[config.mk]
export PLATFORM = sky130hd
export DESIGN_NAME = lcsl_cell
export DESIGN_NICKNAME = d
export VERILOG_FILES = /design/src/sv/lcsl_pkg.sv /design/src/sv/lcsl_cell.sv
export SDC_FILE = /design/constraint.sdc
export NUM_CORES = 1
export LEC_CHECK = 0
export BUFFER_PORTS_ARGS = -buffer_cell sky130_fd_sc_hd__buf_4
export CAP_MARGIN = 20
export CORE_ASPECT_RATIO = 1.5
export CORE_MARGIN = 4
export CORE_UTILIZATION = 31
export CTS_CLUSTER_DIAMETER = 200
export DETAILED_ROUTE_END_ITERATION = 8
export PLACE_DENSITY = 0.63
export SETUP_SLACK_MARGIN = 0.15
export SYNTH_ARGS = -nofsm -noshare
export SYNTH_HDL_FRONTEND = slang
export SYNTH_SLANG_ARGS = --single-unit
[constraint.sdc]
create_clock -name clk -period 3.81 [get_ports clk]
set_input_delay 0.5715 -clock clk [delete_from_list [all_inputs] [get_ports clk]]
set_output_delay 0.5715 -clock clk [all_outputs]
set_load 0.01 [all_outputs]
[src/sv/lcsl_pkg.sv]
// ----------------------------------------------------------------------------
// lcsl_pkg
// Shared constants, types and codes of the longest common substring unit.
// ----------------------------------------------------------------------------
package lcsl_pkg;

	// Pattern store size, one cell per pattern byte
	localparam int MAX_PATTERN = 256;

	localparam int SYM_W   = 8;
	localparam int RUN_W   = 9;
	localparam int CNT_W   = $clog2(MAX_PATTERN + 1);
	localparam int DRAIN_W = (MAX_PATTERN > 1) ? $clog2(MAX_PATTERN) : 1;
	localparam int OUT_W   = 16;

	localparam logic [RUN_W-1:0] RUN_MAX = {RUN_W{1'b1}};

	// Item kinds carried on tuser
	localparam logic MODE_LOAD = 1'b0;
	localparam logic MODE_TEXT = 1'b1;

	typedef enum logic [0:0] {
		ST_RUN,
		ST_DRAIN
	} state_t;

	// Broadcast control from the controller to every cell
	typedef struct packed {
		logic             load_en;
		logic [CNT_W-1:0] wr_idx;
		logic             text_en;
		logic [SYM_W-1:0] symbol;
		logic [CNT_W-1:0] fill;
		logic             clr_row;
	} cell_ctl_t;

endpackage

[src/sv/lcsl_cell.sv]
// ----------------------------------------------------------------------------
// lcsl_cell
// One pattern position: holds its pattern byte, the match run ending here and
// the best run seen so far; takes run and best from its left neighbor.
// ----------------------------------------------------------------------------
module lcsl_cell (
	input  logic                          clk,
	input  logic                          arst_n,
	input  lcsl_pkg::cell_ctl_t           ctl,
	input  logic [lcsl_pkg::CNT_W-1:0]    idx,
	input  logic [lcsl_pkg::RUN_W-1:0]    left_run,
	input  logic [lcsl_pkg::RUN_W-1:0]    left_best,
	output logic [lcsl_pkg::RUN_W-1:0]    run,
	output logic [lcsl_pkg::RUN_W-1:0]    best
);

	logic [lcsl_pkg::SYM_W-1:0] pat_q;
	logic [lcsl_pkg::RUN_W-1:0] run_q;
	logic [lcsl_pkg::RUN_W-1:0] best_q;
	logic                       valid;
	logic                       hit;
	logic [lcsl_pkg::RUN_W-1:0] run_nxt;
	logic [lcsl_pkg::RUN_W-1:0] run_cand;
	logic [lcsl_pkg::RUN_W-1:0] best_nxt;

	// Position holds a pattern byte once the fill count passes it
	assign valid = (idx < ctl.fill);
	assign hit   = ctl.load_en && (idx == ctl.wr_idx);

	// Extend the left neighbor's run on a match, saturating
	always_comb begin
		if (valid && (pat_q == ctl.symbol)) begin
			if (left_run == lcsl_pkg::RUN_MAX) begin
				run_nxt = lcsl_pkg::RUN_MAX;
			end else begin
				run_nxt = left_run + lcsl_pkg::RUN_W'(1);
			end
		end else begin
			run_nxt = '0;
		end
	end

	// Keep the running maximum moving down the chain
	always_comb begin
		run_cand = ctl.text_en ? run_nxt : '0;
		best_nxt = best_q;
		if (left_best > best_nxt) begin
			best_nxt = left_best;
		end
		if (run_cand > best_nxt) begin
			best_nxt = run_cand;
		end
	end

	// Pattern byte
	always_ff @(posedge clk) begin
		if (hit) begin
			pat_q <= ctl.symbol;
		end
	end

	// Run and best
	always_ff @(posedge clk or negedge arst_n) begin
		if (!arst_n) begin
			run_q  <= '0;
			best_q <= '0;
		end else if (ctl.clr_row) begin
			run_q  <= '0;
			best_q <= '0;
		end else begin
			if (ctl.text_en) begin
				run_q <= run_nxt;
			end
			best_q <= best_nxt;
		end
	end

	assign run  = run_q;
	assign best = best_q;

endmodule

# Word level (Yosys, flattened, before mapping)
# Index checks and enable logic that the tools add are counted.
# word_totals
ff_bits	26
output_inout_bits	18
wordCells	21
# classes
add_sub_neg	1
magnitude_cmp	3
eq_ne	3
mux	8
n_reduce_logical	3
# ops
op	n
two-way mux 9 bit	8
> comparator 9 bit	2
adder 9 x 1 -> 9 bit, second input constant	1
== test 9 bit	1
== test 9 bit, second input constant	1
less-than comparator 9 bit	1
== test 8 bit	1
logical AND 1 bit	2
nonzero test 2 bit	1

# Logic depth before layout (Yosys ltp)
# Gate-level depths: netlist of the first run.
# depth
ltp_word	7
depth_mapped	16

# Least setup slack after synthesis of the first run
# OpenSTA, ideal clock, no wires.
# synth_path
kind	input -> register
from	input ctl[7] (netlist bit)
to	register best_q (netlist bit best[8])
arrival_ns	3.630
t_required_ns	3.674
setup_slack_ns	0.044
stages	16
n_path_buf	2
cell_sequence	inv_1 ha_1 a21o_1 a21o_1 a2111oi_4 or3b_4 buf_6 nor2_1 ha_1 nand3_1 or2_2 o21bai_1 a31oi_1 or2_2 clkbuf_1 o22ai_1
# synth_between
elab_chain_len	7
# synth_lines
element	line	text
from (decl)	lcsl_cell.sv:9	input lcsl_pkg::cell_ctl_t ctl,
less-than comparator 9 bit (*)	lcsl_cell.sv:27	assign valid = (idx < ctl.fill);
logical AND 1 bit (*)	lcsl_cell.sv:32	if (valid && (pat_q == ctl.symbol)) begin
two-way mux 9 bit (*)	lcsl_cell.sv:32	
two-way mux 9 bit (*)	lcsl_cell.sv:45	run_cand = ctl.text_en ? run_nxt : '0;
> comparator 9 bit	lcsl_cell.sv:50	if (run_cand > best_nxt) begin
two-way mux 9 bit (*)	lcsl_cell.sv:50	
two-way mux 9 bit (*)	lcsl_cell.sv:67	end else if (ctl.clr_row) begin
to (signal assigned)	lcsl_cell.sv:74	best_q <= best_nxt;
to (decl)	lcsl_cell.sv:19	logic [lcsl_pkg::RUN_W-1:0] best_q;
# Every way passes the cells marked *; elsewhere a longest branch is shown, timed or not.
# A chain may end at the register's enable or synchronous reset.

# Worst setup path after layout of the first run
# layout_path
from	input ctl[7] (netlist bit)
to	register best_q (netlist bit best[0])
# Same word-level chain as after synthesis.

==> impl_metrics.yaml, run 1 <==
status:
  outcome: "finished, final reports clean"
flow_run:
  timing.max_cap.violations: 0
logic_synthesis:
  synthDistinctLibCells: 44
  synth_top_area_share_pct: 21.7
  syn_inst: 219
  synth.avg_cell_area_um2: 9.48
  ys_ff_latch: 26
  synth_edf_count: 8
  synthArstFlopShare_pct: 69.2
  yosysWarnings: 0
  synth_area_um2: 2080
  synth_fp_nets: 304
  yosysTopAreaCell: "dfrtp_1"
  yosys-top-cells-area: "dfrtp_1, ha_1, edfxtp_1"
  ys.flop_type: "dfrtp_1"
  yosysSeqAreaShare_pct: 33.3
finish:
  instances_no_fill: 378
  multi_input_area_um2: 1350
  final_cell_mix: "buf_4, ha_1"
  seq_area_um2: 691
  fin_nets: 388
  area_growth_pct: 40.3
  final_common_cell: "buf_4"
  antenna_cells: 0
  num-fill-cells: 673
  final_layout_size_suffix_gt1_share_pct: 34.8
setup_path:
  crit_path_max_fanout: 9
  startpoint_type: "primary input"
  end_kind: "flop"
  required_ps: 4010
  critical_path_class: "primary input to flop"
  critPathArrivalTime_ps: 3670
grt:
  grt_pass1_vias: 1863
  antenna_found_initial: 0
  track_usage_pct: 13.7
  grt_overflow_total: 0
  grt_max_degree: 19
  grt_pass1_wl_mm: 8.70
route:
  antenna_left: 0
  viasPerCell: 4.92
  routedWlPerCell_um: 14.6
  routed_wl_mm: 5.50
  drc: 0
  vias: 1859
  drt_iter0_markers: 35
  dr.pass1.iters: 4
floorplan:
  core_um2: 6490
  die_w_um: 74.8
  initial_core_util_pct: 32.0
  fp-row-count: 36
  die_area_um2: 8100
  io_pins: 76
  die_y_um: 108
clocking:
  clock_path_buffers: 2
  htree_levels: 1
  insertion_delay_ps: 280
  ctsHoldBuffers: 0
  cts_sinks: 26
  root_buffer: "clkbuf_8"
  cts_buffers: 3
  clk_pin_slew_worst_paths_ps: 100
  cts_tree: "done"
power:
  p_sw_share_pct: 29.4
  p_seq_share_pct: 38.7
  power.leakage_nw: 1.38
  switching_power_w: 0.000234
  power_w: 0.000798
  cellPowerDensity_nw_per_um2: 274
  vdd_drop_max_mv: 0.164
  combPwrFrac_pct: 35.1
  intPower_w: 0.000563
  clock_power_share_pct: 26.2
sta:
  final_max_slew_viol_count: 0
  hold_viol_final: 0
  finClkSkew_ps: 10.3
  setup_viol_count_final: 0
  worst-slew-pin-transition_ps: 448
  fin_crit_sh_pct: 90.9
  finalCriticalPeriod_ps: 3460
  rsz0062_at_grt: "false"
  relSlewSlack_pct: 69.8
  fmax_mhz: 289
  tns_ps: 0
placement:
  post-dp-hpwl_mm: 4.66
  gp_congestion: 0.793
  dp_cells: 373
  io_buffers: 75
worst_hold_path:
  hold_class: "primary input to async pin"
[critical path, stage by stage]
cell,delay [ps]
buf_4,80
inv_1,30
ha_1,300
a21o_1,160
a21o_1,200
a2111oi_4,300
or3b_4,480
nor2_1,130
ha_1,170
nand3_1,70
or2_2,280
o21bai_1,170
a31oi_2,200
nand4b_1,300
o2bb2ai_1,230
[cells in the mapped netlist (2+ instances only)]
cell / instances
o21bai_1: 3
nand3_1: 6
and3_1: 6
a2bb2oi_1: 5
nand4_1: 7
a21oi_1: 10
edfxtp_1: 8
mux2i_1: 9
nand2_1: 14
nor2b_1: 2
clkbuf_1: 4
o22ai_1: 9
dfrtp_1: 18
o2bb2ai_1: 2
inv_1: 18
ha_1: 27
a21o_1: 2
o21ai_0: 2
o41ai_1: 2
xnor2_1: 18
nor3_1: 3
a211oi_1: 2
nor2_1: 18
or2_2: 2
xor2_1: 3
[logic make-up after synthesis]
| kind of cell | Yosys count | synth area share (%) |
|---|---|---|
| simple gates | 66 | 16.3 |
| compound gates | 44 | 15.5 |
| fa+ha+maj | 27 | 16.3 |
| flops | 26 | 33.3 |
| buf+inv | 25 | 4.94 |
| xor+xnor | 21 | 8.86 |
| mux | 10 | 4.88 |
[through the flow]
step	worst slack, ps	hold WS (ps)	instance area (µm²)	utilization (%)
after CTS	294	150	2840	43.7
after detailed placement	6.50	454	2770	42.7
after floorplan	192	276	2080	-
after global routing	147	156	2910	44.9
final	347	142	2910	44.9
after global placement	101	455	2770	42.7
[metal layers]
metal / up-vias / GRT usage, % / share of wire (%)
li1: 957 / - / -
met1: 861 / 16.6 / 39
met2: 39 / 25.4 / 56
met3: 2 / 0.930 / 3.9
met4: 0 / 3.44 / 0.98
met5: - / 0 / 0
[final timing paths]
check | from | end | slack [ps] | cells past startpoint
max | ctl[7] | best[0] | 350 | 15
min | arst_n | best[2] | 140 | 1
max reg2reg | best[3] | best[0] | 400 | 15
min reg2reg | run[6] | run[6] | 510 | 2
max in group asynchronous | arst_n | run[8] | 3460 | 1
min in group clk | ctl[15] | pat_q[5] | 490 | 1
[area by class of cell]
class	count	share of cell area [%]
Timing Repair Buffer	85	22.0
Tap cell	76	3.26
Sequential cell	26	23.7
Inverter	19	2.45
Multi-Input combinational cell	168	46.3
Clock buffer	4	2.28
[power groups by stage]
stage	registers, W	clock network (W)	logic (W)
floorplan	0.000317	0	0.000137
global placement	0.000313	0	0.000250
detailed placement	0.000313	0	0.000255
CTS	0.000307	0.000214	0.000256
global route	0.000311	0.000222	0.000311
finish	0.000309	0.000209	0.000280
[sequential cells by signal, indices dropped and copies added (netlist names)]
signal	flops
pat_q	8
run	9
best	9
[repair_timing]
action,CTS,global route
resized for setup,0,12
endpoints found under the setup margin,0,9
setup buffers,0,1
(Power assumes the default switching activity.)
==> run 2: changes to the inputs <==
--- a/config.mk
+++ b/config.mk
@@ -12,7 +12,7 @@
 export CORE_UTILIZATION = 31
 export CTS_CLUSTER_DIAMETER = 200
 export DETAILED_ROUTE_END_ITERATION = 8
-export PLACE_DENSITY = 0.63
+export PLACE_DENSITY = 0.65
 export SETUP_SLACK_MARGIN = 0.15
 export SYNTH_ARGS = -nofsm -noshare
 export SYNTH_HDL_FRONTEND = slang
==> constraint.sdc (replaced) <==
create_clock -name clk -period 2.85 [get_ports clk]
set_input_delay 0.4275 -clock clk [delete_from_list [all_inputs] [get_ports clk]]
set_output_delay 0.4275 -clock clk [all_outputs]
set_load 0.01 [all_outputs]
==> run 2 against run 1 <==
Net effect: largest cell class unchanged; count of clock-buffer cells in the layout decreased by 1; worst hold slack worse by 140 ps; sequential share of layout area fell by 4.5 points; register-to-register slack got worse by 710 ps; die area did not move; critical path type unchanged; flip-flop and latch count did not move; combinational power rose by 95%; sequential power is 32% higher; clock skew is 2.6 ps lower; the flow now finishes with violations (setup timing); clock power up 46%; worst setup slack lost 690 ps.
==> impl_metrics.yaml, run 2 (synthesized netlist as in run 1, its figures left out) <==
finish:
  num-fill-cells: 585
  fin_nets: 438
  final_common_cell: "buf_4"
  final_cell_area_um2: 3590
  final_layout_size_suffix_gt1_share_pct: 53.7
  final_cell_mix: "buf_4, ha_1, dfrtp_1"
  area_growth_pct: 72.9
  antenna_cells: 0
power:
  combPwrFrac_pct: 43.4
  p_seq_share_pct: 32.3
  switching_power_w: 0.000360
  cellPowerDensity_nw_per_um2: 351
  p_sw_share_pct: 28.6
  vdd_drop_max_mv: 0.180
  clock_power_share_pct: 24.3
  power.leakage_nw: 1.65
  intPower_w: 0.000900
sta:
  rsz0062_at_grt: "true"
  finClkSkew_ps: 7.66
  finalCriticalPeriod_ps: 3190
  setup_viol_count_final: 9
  hold_viol_final: 0
  relSlewSlack_pct: 79.2
  fin_ws_ps: -342
  worst-slew-pin-transition_ps: 304
  fmax_mhz: 313
  final_max_slew_viol_count: 0
  tns_ps: -2880
  fin_crit_sh_pct: 112
placement:
  dpl_cell_area_um2: 3150
  io_buffers: 75
  gp_congestion: 0.852
  post-dp-hpwl_mm: 5.13
grt:
  track_usage_pct: 15.8
  grtUsageMet1_pct: 17.5
  grt-busiest-layer: "met2"
  grt_overflow_total: 0
  use_met2_pct: 30.1
  antenna_found_initial: 0
  gr-usage-met3_pct: 1.40
  grt_max_degree: 19
  grt_pass1_wl_mm: 9.96
  grt_pass1_vias: 2224
clocking:
  cts_sinks: 26
  cts_tree: "done"
  clock_path_buffers: 2
  clk_pin_slew_worst_paths_ps: 90
  htree_levels: 1
  insertion_delay_ps: 280
  cts_buffers: 3
  root_buffer: "clkbuf_8"
floorplan:
  core_um2: 6490
  die_area_um2: 8100
  fp-row-count: 36
  die_w_um: 74.8
  die_y_um: 108
  io_pins: 76
  initial_core_util_pct: 32.0
setup_path:
  crit_path_max_fanout: 8
  critPathArrivalTime_ps: 3390
  critical_path_class: "primary input to flop"
  end_kind: "flop"
  startpoint_type: "primary input"
  required_ps: 3050
status:
  outcome: "finished with violations"
  failed_checks: "setup timing"
flow_run:
  timing.max_cap.violations: 0
route:
  drt_iter0_markers: 27
  routed_wl_mm: 6.26
  antenna_left: 0
  drc: 0
  vias: 2115
  dr.pass1.iters: 4
  routedWlPerCell_um: 14.6
  viasPerCell: 4.94
worst_hold_path:
  hold_class: "primary input to async pin"
==> run 2: changes by cell type in the layout (fill, tap and decap cells not counted), moves of 4 or more <==
cell     before  now
buf_4        84  128
ha_1         27   18
ha_4          0    8
o22ai_1       9    1
o22ai_2       0    8
buf_6         1    7
nor2_1       18   14
==> run 2: final timing paths <==
kind | cells past startpoint | from | to | slack [ps]
min reg2reg | 2 | run[6] | run[6] | 500
max | 15 | ctl[7] | best[6] | -340
max in group asynchronous | 1 | arst_n | best[5] | 2650
max reg2reg | 15 | best[3] | best[6] | -310
min | 1 | arst_n | run[6] | 4
min in group clk | 1 | ctl[10] | pat_q[0] | 340
==> run 2: worst max-delay path, cell delays in order <==
cell and delay (ps):
buf_6 100, inv_6 40, ha_4 190, a21o_1 150
a21o_1 200, a2111oi_4 300, or3b_4 520, nor2_4 160
ha_4 210, nor2b_4 120, o21a_1 190, o21bai_4 150
a31oi_4 120, or2_4 330, o22ai_1 170
==> run 2: metal layers <==
layer	wire [µm]	vias up	part of all wire, %
li1	-	1059	-
met1	2320	999	37
met2	3580	46	57
met3	226	11	3.6
met4	131	0	2.1
met5	0	-	0
==> run 2: per-stage QoR <==
step / cells / util, % / worst slack [ps] / power (W) / hold slack [ps]
2_1_floorplan: 219 / - / -501 / 0.000616 / 132
3_3_place_gp: 417 / 48.6 / -581 / 0.000830 / 303
3_5_place_dp: 417 / 48.6 / -688 / 0.000841 / 309
4_1_cts: 424 / 53.2 / -284 / 0.00123 / 5.54
5_1_grt: 428 / 55.3 / -446 / 0.00133 / 10.2
6_report: 428 / 55.3 / -342 / 0.00126 / 3.70
==> run 2: what timing repair did <==
item / 4_1_cts / 5_1_grt
pin swaps: 20 / 12
hold buffers: 0 / 0
gates resized for setup: 37 / 17
setup endpoints to repair: 9 / 9
gates cloned: 0 / 0
buffers inserted: 3 / 4
==> run 2: layout make-up <==
class	count	area (µm²)	area share (%)
Timing Repair Buffer	135	1040	29.0
Inverter	19	78.8	2.20
Multi-Input combinational cell	168	1610	44.9
Sequential cell	26	691	19.2
Clock inverter	1	30.0	0.837
Tap cell	76	95.1	2.65
Clock buffer	3	41.3	1.15
==> run 2: power by group through the flow <==
stage	Clock [W]	Combinational (W)	Sequential (W)
2_1_floorplan	0	0.000192	0.000424
3_3_place_gp	0	0.000416	0.000414
3_5_place_dp	0	0.000425	0.000415
4_1_cts	0.000312	0.000511	0.000408
5_1_grt	0.000325	0.000595	0.000409
6_report	0.000306	0.000547	0.000407
