--- config.mk ---
export PLATFORM = sky130hd
export DESIGN_NAME = lcsl_ctrl
export DESIGN_NICKNAME = d
export VERILOG_FILES = /design/src/sv/lcsl_pkg.sv /design/src/sv/lcsl_ctrl.sv
export SDC_FILE = /design/constraint.sdc
export NUM_CORES = 1
export LEC_CHECK = 0
export BUFFER_PORTS_ARGS = -buffer_cell sky130_fd_sc_hd__buf_2
export CORE_MARGIN = 2
export CORE_UTILIZATION = 25
export DETAILED_ROUTE_END_ITERATION = 6
export PLACE_DENSITY = 0.55
export SETUP_SLACK_MARGIN = 0.1
export SLEW_MARGIN = 10
export SYNTH_ARGS = -nofsm -noshare
export SYNTH_HDL_FRONTEND = slang
export SYNTH_SLANG_ARGS = --single-unit
export TNS_END_PERCENT = 20
--- constraint.sdc ---
create_clock -name clk -period 2.3 [get_ports clk]
set_clock_uncertainty 0.05 [all_clocks]
set_input_delay 0.115 -clock clk [delete_from_list [all_inputs] [get_ports clk]]
set_output_delay 0.115 -clock clk [all_outputs]
set_load 0.1 [all_outputs]
--- src/sv/lcsl_pkg.sv ---
// ----------------------------------------------------------------------------
// lcsl_pkg
// Shared constants, types and codes of the longest common substring unit.
// ----------------------------------------------------------------------------
package lcsl_pkg;

	// Pattern store size, one cell per pattern byte
	localparam int MAX_PATTERN = 256;

	localparam int SYM_W   = 8;
	localparam int RUN_W   = 9;
	localparam int CNT_W   = $clog2(MAX_PATTERN + 1);
	localparam int DRAIN_W = (MAX_PATTERN > 1) ? $clog2(MAX_PATTERN) : 1;
	localparam int OUT_W   = 16;

	localparam logic [RUN_W-1:0] RUN_MAX = {RUN_W{1'b1}};

	// Item kinds carried on tuser
	localparam logic MODE_LOAD = 1'b0;
	localparam logic MODE_TEXT = 1'b1;

	typedef enum logic [0:0] {
		ST_RUN,
		ST_DRAIN
	} state_t;

	// Broadcast control from the controller to every cell
	typedef struct packed {
		logic             load_en;
		logic [CNT_W-1:0] wr_idx;
		logic             text_en;
		logic [SYM_W-1:0] symbol;
		logic [CNT_W-1:0] fill;
		logic             clr_row;
	} cell_ctl_t;

endpackage

--- src/sv/lcsl_ctrl.sv ---
// ----------------------------------------------------------------------------
// lcsl_ctrl
// Input and output handshakes, pattern fill count, overflow flag, the drain
// sequence after a final text byte and the result register.
// ----------------------------------------------------------------------------
module lcsl_ctrl (
	input  logic                          clk,
	input  logic                          arst_n,
	input  logic                          s_tvalid,
	output logic                          s_tready,
	input  logic [lcsl_pkg::SYM_W-1:0]    s_tdata,
	input  logic [0:0]                    s_tuser,
	input  logic                          s_tlast,
	output logic                          m_tvalid,
	input  logic                          m_tready,
	output logic [lcsl_pkg::OUT_W-1:0]    m_tdata,
	input  logic [lcsl_pkg::RUN_W-1:0]    chain_best,
	output lcsl_pkg::cell_ctl_t           ctl
);

	localparam logic [lcsl_pkg::DRAIN_W-1:0] DRAIN_LAST =
		lcsl_pkg::DRAIN_W'(lcsl_pkg::MAX_PATTERN - 1);
	localparam logic [lcsl_pkg::CNT_W-1:0] CNT_FULL =
		lcsl_pkg::CNT_W'(lcsl_pkg::MAX_PATTERN);
	localparam int PAD_W = lcsl_pkg::OUT_W - lcsl_pkg::RUN_W - 1;

	lcsl_pkg::state_t              state_q, state_nxt;
	logic [lcsl_pkg::DRAIN_W-1:0]  drain_cnt_q;
	logic [lcsl_pkg::CNT_W-1:0]    count_q;
	logic                          closed_q;
	logic                          overflow_q;
	logic                          out_valid_q;
	logic [lcsl_pkg::RUN_W-1:0]    out_best_q;
	logic                          out_ovf_q;

	logic                          accept;
	logic                          is_text;
	logic                          load_en;
	logic                          text_en;
	logic                          new_pat;
	logic [lcsl_pkg::CNT_W-1:0]    base_cnt;
	logic                          full;
	logic                          drain_done;

	// Decode the incoming transaction
	assign accept   = s_tvalid && s_tready;
	assign is_text  = (s_tuser[0] == lcsl_pkg::MODE_TEXT);
	assign load_en  = accept && !is_text;
	assign text_en  = accept && is_text;
	assign new_pat  = load_en && closed_q;
	assign base_cnt = closed_q ? '0 : count_q;
	assign full     = (base_cnt == CNT_FULL);

	// Next state
	always_comb begin
		state_nxt = state_q;
		case (state_q)
			lcsl_pkg::ST_RUN: begin
				if (text_en && s_tlast) begin
					state_nxt = lcsl_pkg::ST_DRAIN;
				end
			end
			lcsl_pkg::ST_DRAIN: begin
				if (drain_done) begin
					state_nxt = lcsl_pkg::ST_RUN;
				end
			end
			default: state_nxt = lcsl_pkg::ST_RUN;
		endcase
	end

	// State outputs and cell control
	always_comb begin
		s_tready    = (state_q == lcsl_pkg::ST_RUN);
		drain_done  = (state_q == lcsl_pkg::ST_DRAIN) && (drain_cnt_q == DRAIN_LAST)
			&& (!out_valid_q || m_tready);
		ctl.load_en = load_en;
		ctl.wr_idx  = base_cnt;
		ctl.text_en = text_en;
		ctl.symbol  = s_tdata;
		ctl.fill    = count_q;
		ctl.clr_row = new_pat || drain_done;
	end

	// State and drain counter
	always_ff @(posedge clk or negedge arst_n) begin
		if (!arst_n) begin
			state_q     <= lcsl_pkg::ST_RUN;
			drain_cnt_q <= '0;
		end else begin
			state_q <= state_nxt;
			if (state_q != lcsl_pkg::ST_DRAIN) begin
				drain_cnt_q <= '0;
			end else if (drain_cnt_q != DRAIN_LAST) begin
				drain_cnt_q <= drain_cnt_q + lcsl_pkg::DRAIN_W'(1);
			end
		end
	end

	// Pattern fill count, open/closed mark and overflow
	always_ff @(posedge clk or negedge arst_n) begin
		if (!arst_n) begin
			count_q    <= '0;
			closed_q   <= 1'b1;
			overflow_q <= 1'b0;
		end else if (load_en) begin
			count_q    <= full ? base_cnt : base_cnt + lcsl_pkg::CNT_W'(1);
			overflow_q <= (closed_q ? 1'b0 : overflow_q) | full;
			closed_q   <= s_tlast;
		end
	end

	// Result register
	always_ff @(posedge clk or negedge arst_n) begin
		if (!arst_n) begin
			out_valid_q <= 1'b0;
		end else if (drain_done) begin
			out_valid_q <= 1'b1;
		end else if (m_tready) begin
			out_valid_q <= 1'b0;
		end
	end

	always_ff @(posedge clk) begin
		if (drain_done) begin
			out_best_q <= chain_best;
			out_ovf_q  <= overflow_q;
		end
	end

	assign m_tvalid = out_valid_q;
	assign m_tdata  = {{PAD_W{1'b0}}, out_ovf_q, out_best_q};

endmodule

# Word-level counts from Yosys, hierarchy flattened
# Cells that the tools add are included.
[word_totals]
input_bits = 23
wordCells = 38
ff_bits = 31
output_inout_bits = 47
[classes]
eq_ne = 4
bitwise_logic = 2
n_mux = 10
n_addsub = 2
n_reduce_logical = 12
[op_table]
columns = ["op", "n"]
rows = [
  ["$mux W9", 2],
  ["$mux W8", 2],
  ["$add A9 B1 Y9 const B", 1],
  ["$eq A9 B9 Y1 const B", 1],
  ["$add A8 B1 Y8 const B", 1],
  ["$eq A8 B8 Y1 const B", 1],
  ["$ne A8 B8 Y1 const B", 1],
  ["$logic_and A1 B1 Y1", 7],
  ["$mux W1", 5],
  ["$logic_not A1 Y1", 2],
  ["$logic_or A1 B1 Y1", 2],
  ["$ne A2 B1 Y1 const B", 1],
  ["$pmux W1 S2", 1],
  ["$reduce_bool A2 Y1", 1],
  ["$not A1 Y1", 1],
  ["$or A1 B1 Y1", 1],
]

# Logic depth before layout (Yosys ltp)
# Gate-level depths: netlist (run 1).
[logic_depth]
depth_word = 6
ltp_mapped = 8
depth_no_buf = 6

# Worst setup path after synthesis (run 1)
# Ideal clock, no wire load.
[synth_path]
kind = "reg-to-reg"
from = "reg count_q[1] (netlist name)"
to = "reg count_q[8] (netlist name)"
synth_period_minus_slack_ns = 3.824
arrival_time_ns = 3.649
t_required_ns = 2.125
path_slack_ns = -1.524
stages_incl_launch_ff = 7
cell_sequence = "dfrtp_1 -> nor2b_1 -> ha_1 -> and4_1 -> nand4_1 -> o21ba_2 -> o22a_1"
[synth_rtl]
columns = ["item", "line_no", "rtl"]
rows = [
  ["start, declared", "lcsl_ctrl.sv:29", "logic [lcsl_pkg::CNT_W-1:0] count_q;"],
  ["start signal, assigned", "lcsl_ctrl.sv:107", "count_q <= full ? base_cnt : base_cnt + lcsl_pkg::CNT_W'(1);"],
]

==> flow_metrics.tcl, run 1 <==
set metrics [dict create \
    status "finished, final reports clean" \
    power_density_nw_per_um2 993 \
    ys.flop_type "dfrtp_1" \
    grt_pass1_wl_um 5770 \
    critPathKind "reg2out" \
    drcViolationCount 0 \
    fp.dieH_um 84.5 \
    p_clk_frac 0.249 \
    r2r_setup_slack_ns 0.47 \
    cts_tree "built" \
    max-vdd-ir-drop_uv 382 \
    synth_cell_types 45 \
    grt_pass1_vias 1137 \
    critPathSlowestCell "dfrtp_1" \
    post-place-ws_ns 0.457 \
    ant_nets 0 \
    fill_cells 665 \
    avgSynthCellArea_um2 10.9 \
    final_cells 277 \
    async_flop_share 0.677 \
    numClockSinks 31 \
    gr-total-overflow 0 \
    leakagePower_nw 0.954 \
    htree_levels 2 \
    nNetsFinal 224 \
    final_max_slew_viol_count 0 \
    hold_violations 0 \
    fp-row-count 29 \
    initial_core_util 0.257 \
    wl_um 3550 \
    areaGrowthSynthToFinish_pct 29.1 \
    synth_edf_count 10 \
    post-route-period-util 0.883 \
    fin_area_um2 2090 \
    setup_tns_ns 0 \
    max_stage_delay_ns 0.49 \
    maxCapViolCount 0 \
    total_power_mw 2.08 \
    multiInputGateArea_um2 679 \
    mostFrequentLayoutCells "46 x buf_2, 18 x dfrtp_1, 17 x nand2_1, 11 x dlygate4sd3_1, 10 x edfxtp_1" \
    crit_fanout 10 \
    crit_chain "inv_2 -> nand3_4 -> inv_4 -> nand2_1 -> nand2_1 -> clkbuf_4" \
    crit_top_cell "nand2_1" \
    io_pins 70 \
    syn_inst 148 \
    period_needed_ns 2.03 \
    die_area_um2 7140 \
    path_clk_slew_ns 0.06 \
    drive_above_1_share 0.385 \
    final_common_cell "buf_2" \
    placedCellCount 258 \
    ys_warn_count 0 \
    endpoint_kind "output pin" \
    drtIter0Drc 65 \
    hold_class "in2reg" \
    die_w_um 84.5 \
    max_freq_mhz 492 \
    cts_buffers 5 \
    root_buffer "clkbuf_8" \
    seq_area_frac_synth 0.510 \
    seqPwrFrac 0.370 \
    routed_via_density 4.36 \
    fin_ws_ns 0.269 \
    setup_viol 0 \
    p_comb_frac 0.381 \
    crit_required_ns 2.13 \
    synth_seq_cells 31 \
    place_area_um2 1870 \
    start_kind "flip-flop" \
    rsz0062_at_grt "no" \
    vias 1209 \
    regArea_um2 832 \
    clkLatencyLatePin_ns 0.28 \
    n_antenna_cell 0 \
    first_pass_iters 4 \
    grtUsageTotal 0.103 \
    syn_area_um2 1620 \
    p_int_mw 1.14 \
    wl_per_cell_um 12.8 \
    cts_buffer_depth 2 \
    dp.final_hpwl_um 2530 \
    antenna_found_initial 0 \
    power.switching_mw 0.933 \
    swShare 0.449 \
    gp_congestion 0.772 \
    portBuffers 47 \
    core-area_um2 6310 \
    grt_max_degree 22 \
    arrival_ns 1.87 \
]
==> synth_stat cells (2+ instances only) <==
master	count	area share
nor3_1	2	0.0062
o211a_1	2	0.012
a21oi_1	5	0.015
nand4_1	5	0.019
edfxtp_1	10	0.19
o21ai_0	7	0.022
nor2_1	7	0.016
and3_1	2	0.0077
nand4_4	2	0.026
nand2_1	17	0.039
xor2_1	5	0.027
dfrtp_1	20	0.31
nor2b_1	9	0.035
inv_1	3	0.0069
buf_4	17	0.079
nand3_1	4	0.012
buf_6	2	0.014
ha_1	2	0.015
==> per-layer routing <==
layer / GRT usage / wire [um] / vias up
li1: - / - / 607
met1: 0.136 / 1720 / 556
met2: 0.151 / 1540 / 37
met3: 0.0334 / 216 / 9
met4: 0.0476 / 69 / 0
met5: 0 / 0 / -
==> what timing repair did <==
action,CTS,global route
hold buffers,11,0
endpoints found under the setup margin,0,1
endpoints found under the hold margin,30,0
gates resized for setup,0,1
buffers inserted,0,0
==> sequential cells by signal, summed over array words and instances (netlist names) <==
| register | flops |
|---|---|
| count_q | 9 |
| out_ovf_q | 1 |
| closed_q | 1 |
| m_tvalid | 1 |
| state_q | 1 |
| out_best_q | 9 |
| drain_cnt_q | 8 |
| overflow_q | 1 |
==> worst max-delay path, delay by kind of cell (launching register included) <==
| kind | cells | cell delay (ns) |
|---|---|---|
| simple gates | 3 | 0.43 |
| flops | 1 | 0.49 |
| buf+inv | 3 | 0.66 |
==> power groups by stage <==
stage          combinational, mW  sequential (mW)  clock, mW
2_1_floorplan              0.583            0.923          0
3_3_place_gp               0.778            0.779          0
3_5_place_dp               0.780            0.782          0
4_1_cts                    0.797            0.770      0.532
5_1_grt                    0.833            0.784      0.559
6_report                   0.792            0.768      0.518
==> cell families after synthesis <==
| family | count (synthesis) | synth area share |
|---|---|---|
| AOI/OAI and AO/OA | 22 | 0.0950 |
| xor gates and xnor gates | 5 | 0.0270 |
| adders and majority gates | 2 | 0.0154 |
| buffers and inverters | 25 | 0.108 |
| DFF | 31 | 0.510 |
| muxes | 1 | 0.00695 |
| other | 1 | 0.00231 |
| and+or+nand+nor | 61 | 0.235 |
==> metrics by stage <==
| step | hold WS [ns] | utilization |
|---|---|---|
| after floorplan | -0.231 | - |
| after global placement | 0.0668 | 0.296 |
| after detailed placement | 0.0641 | 0.296 |
| after CTS | 0.0981 | 0.331 |
| after global routing | 0.0953 | 0.331 |
| final | 0.0960 | 0.331 |
==> area by class of cell <==
type,count,area share
repair buffers,59,0.170
flip-flops and latches,31,0.398
multi-input cells,97,0.325
clock buffers,5,0.0329
inverters,5,0.0102
clock inverters,3,0.0185
well taps,77,0.0461
==> path summary, 6_finish.rpt <==
kind / to / startpoint / depth (start not counted)
max: ctl[0] / state_q$_DFF_PN0_ / 6
min: m_tvalid$_DFFE_PN0P_ / m_tready / 3
max reg2reg: out_best_q[3]$_DFFE_PP_ / drain_cnt_q[0]$_DFFE_PN0P_ / 5
min reg2reg: out_ovf_q$_DFFE_PP_ / overflow_q$_DFFE_PN0P_ / 0
max in group asynchronous: count_q[1]$_DFFE_PN0P_ / arst_n / 2
min in group asynchronous: drain_cnt_q[3]$_DFFE_PN0P_ / arst_n / 2
Power figures use the tool's default switching activity.
==> run 2: changes to the inputs <==
CELL_PAD_IN_SITES_DETAIL_PLACEMENT = 1   (was not set)
CELL_PAD_IN_SITES_GLOBAL_PLACEMENT = 1   (was not set)
PLACE_DENSITY = 0.68   (was 0.55)
RECOVER_POWER = 100   (was not set)
==> run 2 against run 1 <==
  * Worst setup slack got worse by 0.032 ns
  * Design area fell by 3.5%
  * Routed wire length grew 6.7%
  * Sequential share of layout area increased by 1.4 points
  * Worst hold slack gained 0.024 ns
  * First-iteration DRC count decreased by 35%
  * Count of clock-buffer cells in the layout stayed put
  * Clock power is essentially flat
  * Critical path depth fell by 3
  * Highest routed layer unchanged
==> flow_metrics.tcl, run 2 (synthesis gave the netlist of run 1 again) <==
set metrics [dict create \
    status "finished, final reports clean" \
    fill_cells 735 \
    fp-row-count 29 \
    setup_viol 0 \
    wl_per_cell_um 13.7 \
    mostFrequentLayoutCells "23 x clkbuf_1, 18 x dfrtp_1, 17 x nand2_1, 14 x buf_2, 11 x dlygate4sd3_1" \
    worstMarginPinSlew_ns 1.20 \
    clkLatencyLatePin_ns 0.28 \
    crit_buf_inv 2 \
    dp.final_hpwl_um 2780 \
    initial_core_util 0.257 \
    r2r_setup_slack_ns 0.41 \
    hold_violations 0 \
    grt_pass1_vias 1304 \
    final_common_cell "clkbuf_1" \
    max-vdd-ir-drop_uv 511 \
    path_clk_slew_ns 0.06 \
    crit_chain "clkbuf_2 -> nor2b_4 -> clkbuf_2" \
    ant_nets 0 \
    period_needed_ns 2.06 \
    n_antenna_cell 0 \
    max_stage_delay_ns 0.80 \
    grt_pass1_wl_um 6490 \
    arrival_ns 1.90 \
    io_pins 70 \
    crit_fanout 12 \
    post-place-ws_ns 0.471 \
    start_kind "flip-flop" \
    hold_class "in2reg" \
    leakagePower_nw 0.848 \
    areaGrowthSynthToFinish_pct 24.6 \
    gr-total-overflow 0 \
    fp.dieH_um 84.5 \
    drive_above_1_share 0.245 \
    grtUsageTotal 0.115 \
    grt_max_degree 22 \
    rsz0062_at_grt "no" \
    gp_congestion 0.759 \
    critPathSlowestCell "dfstp_1" \
    vias 1250 \
    cts_buffer_depth 2 \
    nNetsFinal 224 \
    critPathKind "reg2out" \
    power_density_nw_per_um2 1020 \
    htree_levels 2 \
    min_path_cells 3 \
    core-area_um2 6310 \
    first_pass_iters 4 \
    cp_top_family "flip-flops" \
    drcViolationCount 0 \
    portBuffers 47 \
    drtIter0Drc 42 \
    setup_tns_ns 0 \
    numClockSinks 31 \
    cts_tree "built" \
    cp.depth 3 \
    maxSlewHeadroom 0.203 \
    crit_top_cell "clkbuf_2" \
    wl_um 3780 \
    final_max_slew_viol_count 0 \
    max_freq_mhz 485 \
    die_area_um2 7140 \
    crit_required_ns 2.13 \
    maxCapViolCount 0 \
    die_w_um 84.5 \
    root_buffer "clkbuf_8" \
    post-route-period-util 0.897 \
    fin_ws_ns 0.237 \
    cts_buffers 5 \
    top_regs "count_q: 9 flops, out_best_q: 9 flops, drain_cnt_q: 8 flops" \
    rr_worst_depth 6 \
    endpoint_kind "output pin" \
    antenna_found_initial 0 \
    routed_via_density 4.51 \
]
-- run 2: worst paths after layout --
check	start	endpoint
max in group asynchronous	arst_n	count_q[1]$_DFFE_PN0P_
min in group asynchronous	arst_n	drain_cnt_q[4]$_DFFE_PN0P_
hold / removal	m_tready	m_tvalid$_DFFE_PN0P_
setup / recovery	closed_q$_DFFE_PN1P_	ctl[21]
hold reg to reg	overflow_q$_DFFE_PN0P_	out_ovf_q$_DFFE_PP_
setup reg to reg	closed_q$_DFFE_PN1P_	count_q[8]$_DFFE_PN0P_
-- run 2: where the power goes --
group,internal [mW],switching (mW)
Combinational,0.159,0.611
Clock,0.317,0.202
Sequential,0.647,0.117
-- run 2: timing repair --
item,CTS,global route
gates resized for setup,0,1
endpoints found under the hold margin,30,0
setup endpoints to repair,0,1
buffers inserted,0,0
hold buffers,11,0
-- run 2: per-stage QoR --
stage,power [mW],util,instances,hold WS (ns),area (um2)
2_1_floorplan,1.51,-,153,-0.231,1690
3_3_place_gp,1.56,0.296,258,0.0714,1870
3_5_place_dp,1.57,0.296,258,0.0691,1870
4_1_cts,2.11,0.331,277,0.122,2090
5_1_grt,2.18,0.320,277,0.132,2020
6_report,2.05,0.320,277,0.121,2020
-- run 2: layer usage --
layer,part of all wire,up-vias,track usage
met3,0.060,2,0.0403
met5,0,-,0
met4,0.0093,0,0.0404
met2,0.45,42,0.174
li1,-,598,-
met1,0.48,608,0.152
-- run 2: cell type report --
type,instances,area (um2),area share
clock buffer,5,68.8,0.0341
clock inverter,3,38.8,0.0192
inverter,5,21.3,0.0105
multi-input combinational,97,638,0.316
sequential,31,832,0.412
tap,77,96.3,0.0477
timing repair buffer,59,324,0.160
-- run 2: tightest hold or removal path, cell delays in order --
cell	delay (ns)
buf_2	0.07
nand2b_1	0.12
o21ai_0	0.09
